<file path="config.mk">
export PLATFORM = sky130hd
export DESIGN_NAME = hex_telemetry_frame_receiver_top
export DESIGN_NICKNAME = d
export VERILOG_FILES = /design/src/hw/rtl/htfr_pkg.sv /design/src/hw/rtl/hex_telemetry_frame_receiver_top.sv
export SDC_FILE = /design/constraint.sdc
export NUM_CORES = 1
export LEC_CHECK = 0
export ABC_AREA = 1
export ABC_CLOCK_PERIOD_IN_PS = 22200
export BUFFER_PORTS_ARGS = -buffer_cell sky130_fd_sc_hd__buf_2
export CAP_MARGIN = 40
export CORE_MARGIN = 5
export CORE_UTILIZATION = 45
export DETAILED_ROUTE_END_ITERATION = 8
export HOLD_SLACK_MARGIN = 0.02
export RECOVER_POWER = 50
export SYNTH_ARGS = -nofsm -noshare
export SYNTH_HDL_FRONTEND = slang
export SYNTH_SLANG_ARGS = --single-unit
</file>
<file path="constraint.sdc">
create_clock -name clk -period 22.2 [get_ports clk]
set_input_delay 3.33 -clock clk [delete_from_list [all_inputs] [get_ports clk]]
set_output_delay 3.33 -clock clk [all_outputs]
set_load 0.01 [all_outputs]
</file>
<file path="src/hw/rtl/htfr_pkg.sv">
// ----------------------------------------------------------------------------
// htfr_pkg
// Shared types, constants and the hex digit decoder of the telemetry frame
// receiver.
// ----------------------------------------------------------------------------
package htfr_pkg;

    localparam logic [7:0] SEPARATOR = 8'h3B;

    // Millivolts per raw count in unsigned 4.16 fixed point.
    localparam int unsigned SCALE_W     = 20;
    localparam int unsigned PROD_W      = 16 + SCALE_W;
    localparam logic [SCALE_W-1:0] CELL1_SCALE = 20'd685146;
    localparam logic [SCALE_W-1:0] TOTAL_SCALE = 20'd689750;

    localparam int unsigned WORD_COUNT = 5;
    localparam int unsigned WORD_SPAN  = 4 * WORD_COUNT;

    typedef enum logic [1:0] {
        ST_OK           = 2'd0,
        ST_BAD_CHECKSUM = 2'd1,
        ST_WRONG_LENGTH = 2'd2
    } status_t;

    // Only '0'..'9' and 'A'..'F' carry a value; every other character is zero.
    function automatic logic [3:0] hex_nibble(input logic [7:0] c);
        logic [3:0] v;
        v = 4'd0;
        if (c >= 8'h30 && c <= 8'h39)
        begin
            v = 4'(c - 8'h30);
        end
        else if (c >= 8'h41 && c <= 8'h46)
        begin
            v = 4'(c - 8'h37);
        end
        return v;
    endfunction

endpackage

</file>
<file path="src/hw/rtl/hex_telemetry_frame_receiver_top.sv">
// ----------------------------------------------------------------------------
// hex_telemetry_frame_receiver_top
// Collects hex telemetry lines closed by ';', checks length and checksum,
// and emits decoded battery voltages, speeds and distance totals.
// ----------------------------------------------------------------------------
// Channel   Direction  Handshake          Payload
// s_*       in         s_tvalid/s_tready  tdata: rx_byte
// m_*       out        m_tvalid/m_tready  tuser: status; tdata: decoded fields
//
// A byte is held in the input register and updates the line state when it
// leaves it. A ';' loads the decode register at that same edge, then the
// multiply register and the output register in turn, each one loading when
// the stage after it is empty or moving.
// A byte can be accepted in every cycle unless a ';' waits in the input register for a full decode register; each stage
// moves on as soon as the stage after it is empty or moving, so bytes that give no result keep
// flowing while a result waits at the output.
// Reset clears the line counter, the totals and all valid bits, and sets the checksum to its seed of 1.
// ----------------------------------------------------------------------------
module hex_telemetry_frame_receiver_top #(
    parameter int unsigned MSG_LEN = 23,
    parameter int unsigned BUF_LEN = 64
) (
    input  logic         clk,
    input  logic         rst_n,
    input  logic         s_tvalid,
    output logic         s_tready,
    input  logic [7:0]   s_tdata,   // [7:0] rx_byte
    output logic         m_tvalid,
    input  logic         m_tready,
    output logic [1:0]   m_tuser,   // [1:0] status
    // [19:0] cell1_mv, [40:20] cell2_mv, [56:41] speed_left,
    // [72:57] speed_right, [104:73] distance_left, [136:105] distance_right,
    // [152:137] sequence_word, [159:153] zero
    output logic [159:0] m_tdata
);

    localparam int unsigned STORE_DEPTH =
        (MSG_LEN - 1 > htfr_pkg::WORD_SPAN) ? MSG_LEN - 1 : htfr_pkg::WORD_SPAN;
    localparam int unsigned IDX_W  = $clog2(STORE_DEPTH);
    localparam int unsigned PW     = htfr_pkg::PROD_W;
    localparam int unsigned SW     = htfr_pkg::SCALE_W;

    // Input register.
    logic       in_valid_reg;
    logic [7:0] in_byte_reg;

    // Line state.
    logic [7:0] frame_store_reg [STORE_DEPTH];
    logic [6:0] byte_count_reg;
    logic [6:0] byte_count_next;
    logic [7:0] running_sum_reg;
    logic [7:0] running_sum_next;
    logic [31:0] left_total_reg;
    logic [31:0] right_total_reg;

    // Decode register.
    logic                 dec_valid_reg;
    htfr_pkg::status_t    dec_status_reg;
    htfr_pkg::status_t    dec_status_next;
    logic [15:0]          dec_word_reg [htfr_pkg::WORD_COUNT];
    logic [15:0]          dec_word_next [htfr_pkg::WORD_COUNT];

    // Multiply register.
    logic                 mul_valid_reg;
    htfr_pkg::status_t    mul_status_reg;
    logic [PW-1:0]        mul_p1_reg;
    logic [PW-1:0]        mul_pt_reg;
    logic [15:0]          mul_sl_reg;
    logic [15:0]          mul_sr_reg;
    logic [15:0]          mul_seq_reg;
    logic [31:0]          mul_dl_reg;
    logic [31:0]          mul_dr_reg;

    // Output register.
    logic                 out_valid_reg;
    htfr_pkg::status_t    out_status_reg;
    logic [19:0]          out_c1_reg;
    logic [20:0]          out_c2_reg;
    logic [15:0]          out_sl_reg;
    logic [15:0]          out_sr_reg;
    logic [31:0]          out_dl_reg;
    logic [31:0]          out_dr_reg;
    logic [15:0]          out_seq_reg;

    logic        out_ready;
    logic        mul_ready;
    logic        dec_ready;
    logic        in_is_sep;
    logic        in_fire;
    logic        dec_load;
    logic        mul_load;
    logic        mul_load_ok;
    logic [6:0]  count_inc;
    logic [3:0]  nib [STORE_DEPTH];
    logic [7:0]  check_byte;
    logic [31:0] left_total_next;
    logic [31:0] right_total_next;
    logic [19:0] c1_val;
    logic [19:0] tot_val;

    assign out_ready = !out_valid_reg || m_tready;
    assign mul_ready = !mul_valid_reg || out_ready;
    assign dec_ready = !dec_valid_reg || mul_ready;
    assign in_is_sep = (in_byte_reg == htfr_pkg::SEPARATOR);
    assign in_fire   = in_valid_reg && (!in_is_sep || dec_ready);
    assign s_tready  = !in_valid_reg || in_fire;
    assign dec_load  = in_fire && in_is_sep;
    assign mul_load  = dec_valid_reg && mul_ready;
    assign mul_load_ok = mul_load && (dec_status_reg == htfr_pkg::ST_OK);

    // Input register.
    always_ff @(posedge clk or negedge rst_n)
    begin
        if (!rst_n)
        begin
            in_valid_reg <= 1'b0;
        end
        else if (s_tready)
        begin
            in_valid_reg <= s_tvalid;
        end
    end

    always_ff @(posedge clk)
    begin
        if (s_tvalid && s_tready)
        begin
            in_byte_reg <= s_tdata;
        end
    end

    // Line stage: counter, checksum and stored characters.
    assign count_inc = byte_count_reg + 7'd1;

    always_comb
    begin
        byte_count_next  = byte_count_reg;
        running_sum_next = running_sum_reg;
        if (in_fire)
        begin
            if (in_is_sep)
            begin
                byte_count_next  = 7'd0;
                running_sum_next = 8'd1;
            end
            else if (count_inc >= 7'(BUF_LEN))
            begin
                byte_count_next  = 7'd0;
                running_sum_next = 8'd1;
            end
            else
            begin
                byte_count_next = count_inc;
                if (byte_count_reg < 7'(MSG_LEN - 3))
                begin
                    running_sum_next = running_sum_reg + in_byte_reg;
                end
            end
        end
    end

    always_ff @(posedge clk or negedge rst_n)
    begin
        if (!rst_n)
        begin
            byte_count_reg  <= 7'd0;
            running_sum_reg <= 8'd1;
        end
        else
        begin
            byte_count_reg  <= byte_count_next;
            running_sum_reg <= running_sum_next;
        end
    end

    always_ff @(posedge clk)
    begin
        if (in_fire && !in_is_sep && byte_count_reg < 7'(STORE_DEPTH))
        begin
            frame_store_reg[byte_count_reg[IDX_W-1:0]] <= in_byte_reg;
        end
    end

    // Frame check and word decode.
    always_comb
    begin
        for (int i = 0; i < STORE_DEPTH; i++)
        begin
            nib[i] = htfr_pkg::hex_nibble(frame_store_reg[i]);
        end
    end

    assign check_byte = {nib[MSG_LEN-3], nib[MSG_LEN-2]};

    always_comb
    begin
        if (byte_count_reg != 7'(MSG_LEN - 1))
        begin
            dec_status_next = htfr_pkg::ST_WRONG_LENGTH;
        end
        else if (check_byte != running_sum_reg)
        begin
            dec_status_next = htfr_pkg::ST_BAD_CHECKSUM;
        end
        else
        begin
            dec_status_next = htfr_pkg::ST_OK;
        end
        for (int w = 0; w < htfr_pkg::WORD_COUNT; w++)
        begin
            if (dec_status_next == htfr_pkg::ST_OK)
            begin
                dec_word_next[w] = {nib[4*w], nib[4*w+1], nib[4*w+2], nib[4*w+3]};
            end
            else
            begin
                dec_word_next[w] = 16'd0;
            end
        end
    end

    always_ff @(posedge clk or negedge rst_n)
    begin
        if (!rst_n)
        begin
            dec_valid_reg <= 1'b0;
        end
        else if (dec_ready)
        begin
            dec_valid_reg <= dec_load;
        end
    end

    always_ff @(posedge clk)
    begin
        if (dec_load)
        begin
            dec_status_reg <= dec_status_next;
            dec_word_reg   <= dec_word_next;
        end
    end

    // Multiply stage and distance totals.
    assign left_total_next  = left_total_reg + {16'd0, dec_word_reg[2]};
    assign right_total_next = right_total_reg + {16'd0, dec_word_reg[3]};

    always_ff @(posedge clk or negedge rst_n)
    begin
        if (!rst_n)
        begin
            left_total_reg  <= 32'd0;
            right_total_reg <= 32'd0;
            mul_valid_reg   <= 1'b0;
        end
        else
        begin
            if (mul_load_ok)
            begin
                left_total_reg  <= left_total_next;
                right_total_reg <= right_total_next;
            end
            if (mul_ready)
            begin
                mul_valid_reg <= mul_load;
            end
        end
    end

    always_ff @(posedge clk)
    begin
        if (mul_load)
        begin
            mul_status_reg <= dec_status_reg;
            mul_p1_reg     <= PW'(dec_word_reg[0]) * PW'(htfr_pkg::CELL1_SCALE);
            mul_pt_reg     <= PW'(dec_word_reg[1]) * PW'(htfr_pkg::TOTAL_SCALE);
            mul_sl_reg     <= dec_word_reg[2];
            mul_sr_reg     <= dec_word_reg[3];
            mul_seq_reg    <= dec_word_reg[4];
            mul_dl_reg     <= mul_load_ok ? left_total_next : 32'd0;
            mul_dr_reg     <= mul_load_ok ? right_total_next : 32'd0;
        end
    end

    // Output stage.
    assign c1_val  = mul_p1_reg[PW-1:PW-SW];
    assign tot_val = mul_pt_reg[PW-1:PW-SW];

    always_ff @(posedge clk or negedge rst_n)
    begin
        if (!rst_n)
        begin
            out_valid_reg <= 1'b0;
        end
        else if (out_ready)
        begin
            out_valid_reg <= mul_valid_reg;
        end
    end

    always_ff @(posedge clk)
    begin
        if (mul_valid_reg && out_ready)
        begin
            out_status_reg <= mul_status_reg;
            out_c1_reg     <= c1_val;
            out_c2_reg     <= {1'b0, tot_val} - {1'b0, c1_val};
            out_sl_reg     <= mul_sl_reg;
            out_sr_reg     <= mul_sr_reg;
            out_dl_reg     <= mul_dl_reg;
            out_dr_reg     <= mul_dr_reg;
            out_seq_reg    <= mul_seq_reg;
        end
    end

    assign m_tvalid = out_valid_reg;
    assign m_tuser  = out_status_reg;
    assign m_tdata  = {7'd0, out_seq_reg, out_dr_reg, out_dl_reg, out_sr_reg,
                       out_sl_reg, out_c2_reg, out_c1_reg};

    // A line is never allowed to grow to the buffer length.
    assert property (@(posedge clk) disable iff (!rst_n)
        byte_count_reg < 7'(BUF_LEN))
        else $error("line counter reached the buffer length");

    // A fresh line always starts with the checksum seed.
    assert property (@(posedge clk) disable iff (!rst_n)
        byte_count_reg == 7'd0 |-> running_sum_reg == 8'd1)
        else $error("checksum not reseeded at line start");

    // Distance totals move only when a good frame enters the multiply stage.
    assert property (@(posedge clk) disable iff (!rst_n)
        !mul_load_ok |=> $stable(left_total_reg) && $stable(right_total_reg))
        else $error("distance totals changed without a good frame");

    // A rejected frame carries an all-zero payload.
    assert property (@(posedge clk) disable iff (!rst_n)
        m_tvalid && m_tuser != htfr_pkg::ST_OK |-> m_tdata == 160'd0)
        else $error("rejected frame has nonzero payload");

    // A result is only ever produced for a separator that went through.
    assert property (@(posedge clk) disable iff (!rst_n)
        $rose(dec_valid_reg) |-> $past(in_valid_reg) && $past(in_is_sep))
        else $error("decode stage loaded without a separator");

endmodule

</file>
==> summary.md <==
| Metric | Value |
|---|---|
| First-pass GRT wire length | 149,000 um |
| PortBufs | 168 |
| Sequential area share after synthesis | 47.4% |
| Cells along the critical path | buf_2, inv_1, nand3_1, nor2_1, nand3_1, buf_2 |
| Worst Hold Class | reg2reg |
| Share of cells above drive strength 1 | between 9 and 10% |
| Final hold violations | 0 |
| Vias in the first global route | roughly 28,000 |
| CP arrival | just over 4 ns |
| Crit path buffers/inverters | 3 |
| P_leak | 22.1 nW |
| Antenna Nets Post-Route | 0 |
| Max FFs per register | 176 |
| DR vias | 27,300 |
| Tot GR Track Use | 19.3% |
| Initial antenna violation count | 4 |
| Clk sinks | 658 |
| Crit path max fanout | 4 |
| RSZ-0062 raised after global routing | no |
| Top Family by Delay on Critical Path | simple AND/OR/NAND/NOR gates |
| Psw | between 0.0006 and 0.0007 W |
| Synth warnings | 0 |
| Pwr dens | about 60 nW/um2 |
| Hold_ws | 0.413 ns |
| Routability cong. | around 0.91 |
| Resized cells post-CTS | 0 |
| Cell with the most instances after synthesis | inv_1 |
| IO Pins | 176 |
| Post-synth top cells | inv_1 (756), nand2_1 (700), edfxtp_1 (575) |
| Distinct cells, synth | 46 |
| Root buf cell | clkbuf_16 |
| Post-synth top area share | 42.3% |
| Core ar. | 90,000 um2 |
| Post-CTS Setup Inserts | 0 |
| Final cycle utilization of the critical path | 33.4% |
| # H-tree levels | 3 |
| Seq pwr share | 49.9% |
| Rel. slew slack | -114% |
| Failing checks | max-capacitance violations, max-slew violations |
| Setup-failing EPs final | 0 |
| Starting density of the core | 45.3% |
| Post-Syn Instances | roughly 4,000 |
| Synth area leaders | edfxtp_1 (42%), ha_1 (13%), fa_1 (8.3%), inv_1 (7.0%), nand2_1 (6.4%) |
| #FFs+latches synth | 658 |
| Worst vdd ir | 63.4 uV |
| DRT Wirelength | around 93,000 um |
| Final Net Count | 4,869 |
| Die area | 96,800 um2 |
| Post-synth ARST share | 12.6% |
| Mapped Area | roughly 41,000 um2 |
| Most common flop cell mapped by yosys | edfxtp_1 |
| CTS tree | done |
| EDFF count, synth | 575 |
| Synth Area per Inst | just over 10 um2 |
| Status | finished, violations left |
| GRT overflow | 0 |
| CTS max path bufs | 3 |
| Std-Cell Rows | 110 |
| Clock transition at path regs | 0.06 ns |
| Area growth syn-to-layout | 11.2% |
| Logic pwr share | approximately 6% |
| Slowest stage delay, CP | 0.16 ns |
| Yosys top cell by area | edfxtp_1 |
| Clock power frac | ~44% |
| CP Capture Type | primary output |
| Crit Path Class | in2out |
| Worst Path Required | 18.87 ns |
| Wire length per cell | 17.0 um |
| Min Clock Period, post-route | 7.42 ns |
| Largest net degree at the start of global routing | 72 |
| Setup TNS | 0 ns |
| Clock Skew | roughly 0.043 ns |
| Die Y-Extent | 311 um |
| Initial DRC Count | ~1,900 |
| Maximum clock rate | 0.135 GHz |
| TritonCTS buffer count | 70 |
| CTS Hold Buffers Added | 0 |
| DR pass1 iterations | 5 |
| Worst slew pin tran | 3.22 ns |
| MaxCap Viol Count | 16 |
| Post-DP HPWL | 69,900 um |
| Switching share of total power | 23.0% |
| CP startpoint kind | input port |
| Max-slew violations | 502 |
| Die X | approximately 310 um |
| Vias per Instance | between 4 and 5 |
| Clk_lat worst skew | 0.64 ns |
| CP max stage cell | buf_2 |
| Int Pwr | 0.00214 W |
| Residual DRC | 0 |
stage by stage:
stage | cells | power (W) | util [%] | setup slack [ns] | cell area [um2]
after floorplan | 4001 | 0.00153 | - | 10.66 | 40800
after global placement | 5332 | 0.00159 | 47.8 | 14.72 | 43100
after detailed placement | 5358 | 0.00159 | 48.1 | 14.74 | 43300
after CTS | 5487 | 0.00283 | 50.8 | 14.73 | 45700
after global routing | 5487 | 0.00290 | 50.4 | 13.96 | 45300
final | 5489 | 0.00278 | 50.4 | 14.78 | 45300
kinds of logic after synthesis:
family                   synth area share (%)
AND/OR/NAND/NOR                          15.5
adder cells (fa/ha/maj)                  21.6
flip-flops                               47.4
AO/OA/AOI/OAI                            5.52
buffers and inverters                    7.53
other                                 0.00919
XOR/XNOR                                 2.40
cells in the final DEF, fill, tap and decap left out, drive strengths merged:
| master | instances |
|---|---|
| nand2 | 702 |
| nor4 | 32 |
| inv | 757 |
| clkinvlp | 6 |
| o211ai | 5 |
| clkinv | 32 |
| nand3 | 194 |
| a21o | 22 |
| nor3b | 1 |
| a21oi | 144 |
| xor2 | 100 |
| nand2b | 1 |
| o211a | 1 |
| dfstp | 1 |
| bufinv | 11 |
| fa | 170 |
| a211oi | 20 |
| dfrtp | 82 |
| a31oi | 8 |
| nand4 | 26 |
| or2 | 32 |
| o21ai | 169 |
| conb | 7 |
| nor2 | 376 |
| buf | 198 |
| o21a | 6 |
| diode | 2 |
| edfxtp | 575 |
| o22ai | 6 |
| o21bai | 16 |
| a21boi | 8 |
| nand3b | 4 |
| nor3 | 56 |
| ha | 433 |
| and2 | 1 |
| clkbuf | 97 |
| xnor2 | 12 |
area by class of cell:
cell class                 count  area (um2)
multi-input combinational   2552       18100
tap                         1176        1470
clock buffer                  83        1830
fill                        8275       44700
antenna                        2        5.00
clock inverter                46         613
sequential                   658       19300
timing repair buffer         212        1080
inverter                     760        2860
routing by layer:
layer  part of all wire (%)  vias up  global-route usage, %  wire (um)
li1                       -    13700                      -          -
met1                     45    12900                   25.9      41900
met2                     47      623                   32.5      43800
met3                    5.8      142                   3.60       5440
met4                    2.5        0                   4.98       2370
met5                      0        -                      0          0
power groups by stage:
stage / logic, W / registers [W] / clock network [W]
floorplan: 0.000122 / 0.00141 / 0
global placement: 0.000176 / 0.00141 / 0
detailed placement: 0.000180 / 0.00141 / 0
CTS: 0.000181 / 0.00139 / 0.00126
global route: 0.000192 / 0.00139 / 0.00131
finish: 0.000170 / 0.00139 / 0.00122
worst paths after layout:
kind | start | endpoint | slack, ns | depth (start not counted)
worst max-delay path | m_tready | s_tready | 14.78 | 6
worst min-delay path | mul_sl_reg[9] | out_sl_reg[9] | 0.41 | 0
worst max register to register | dec_word_reg[72] | mul_p1_reg[32] | 16.60 | 21
worst min register to register | mul_sl_reg[9] | out_sl_reg[9] | 0.41 | 0
max in group asynchronous | rst_n | left_total_reg[21] | 14.85 | 2
min in group asynchronous | rst_n | right_total_reg[24] | 3.38 | 1
Note: power is estimated with default switching activity, not from simulation.
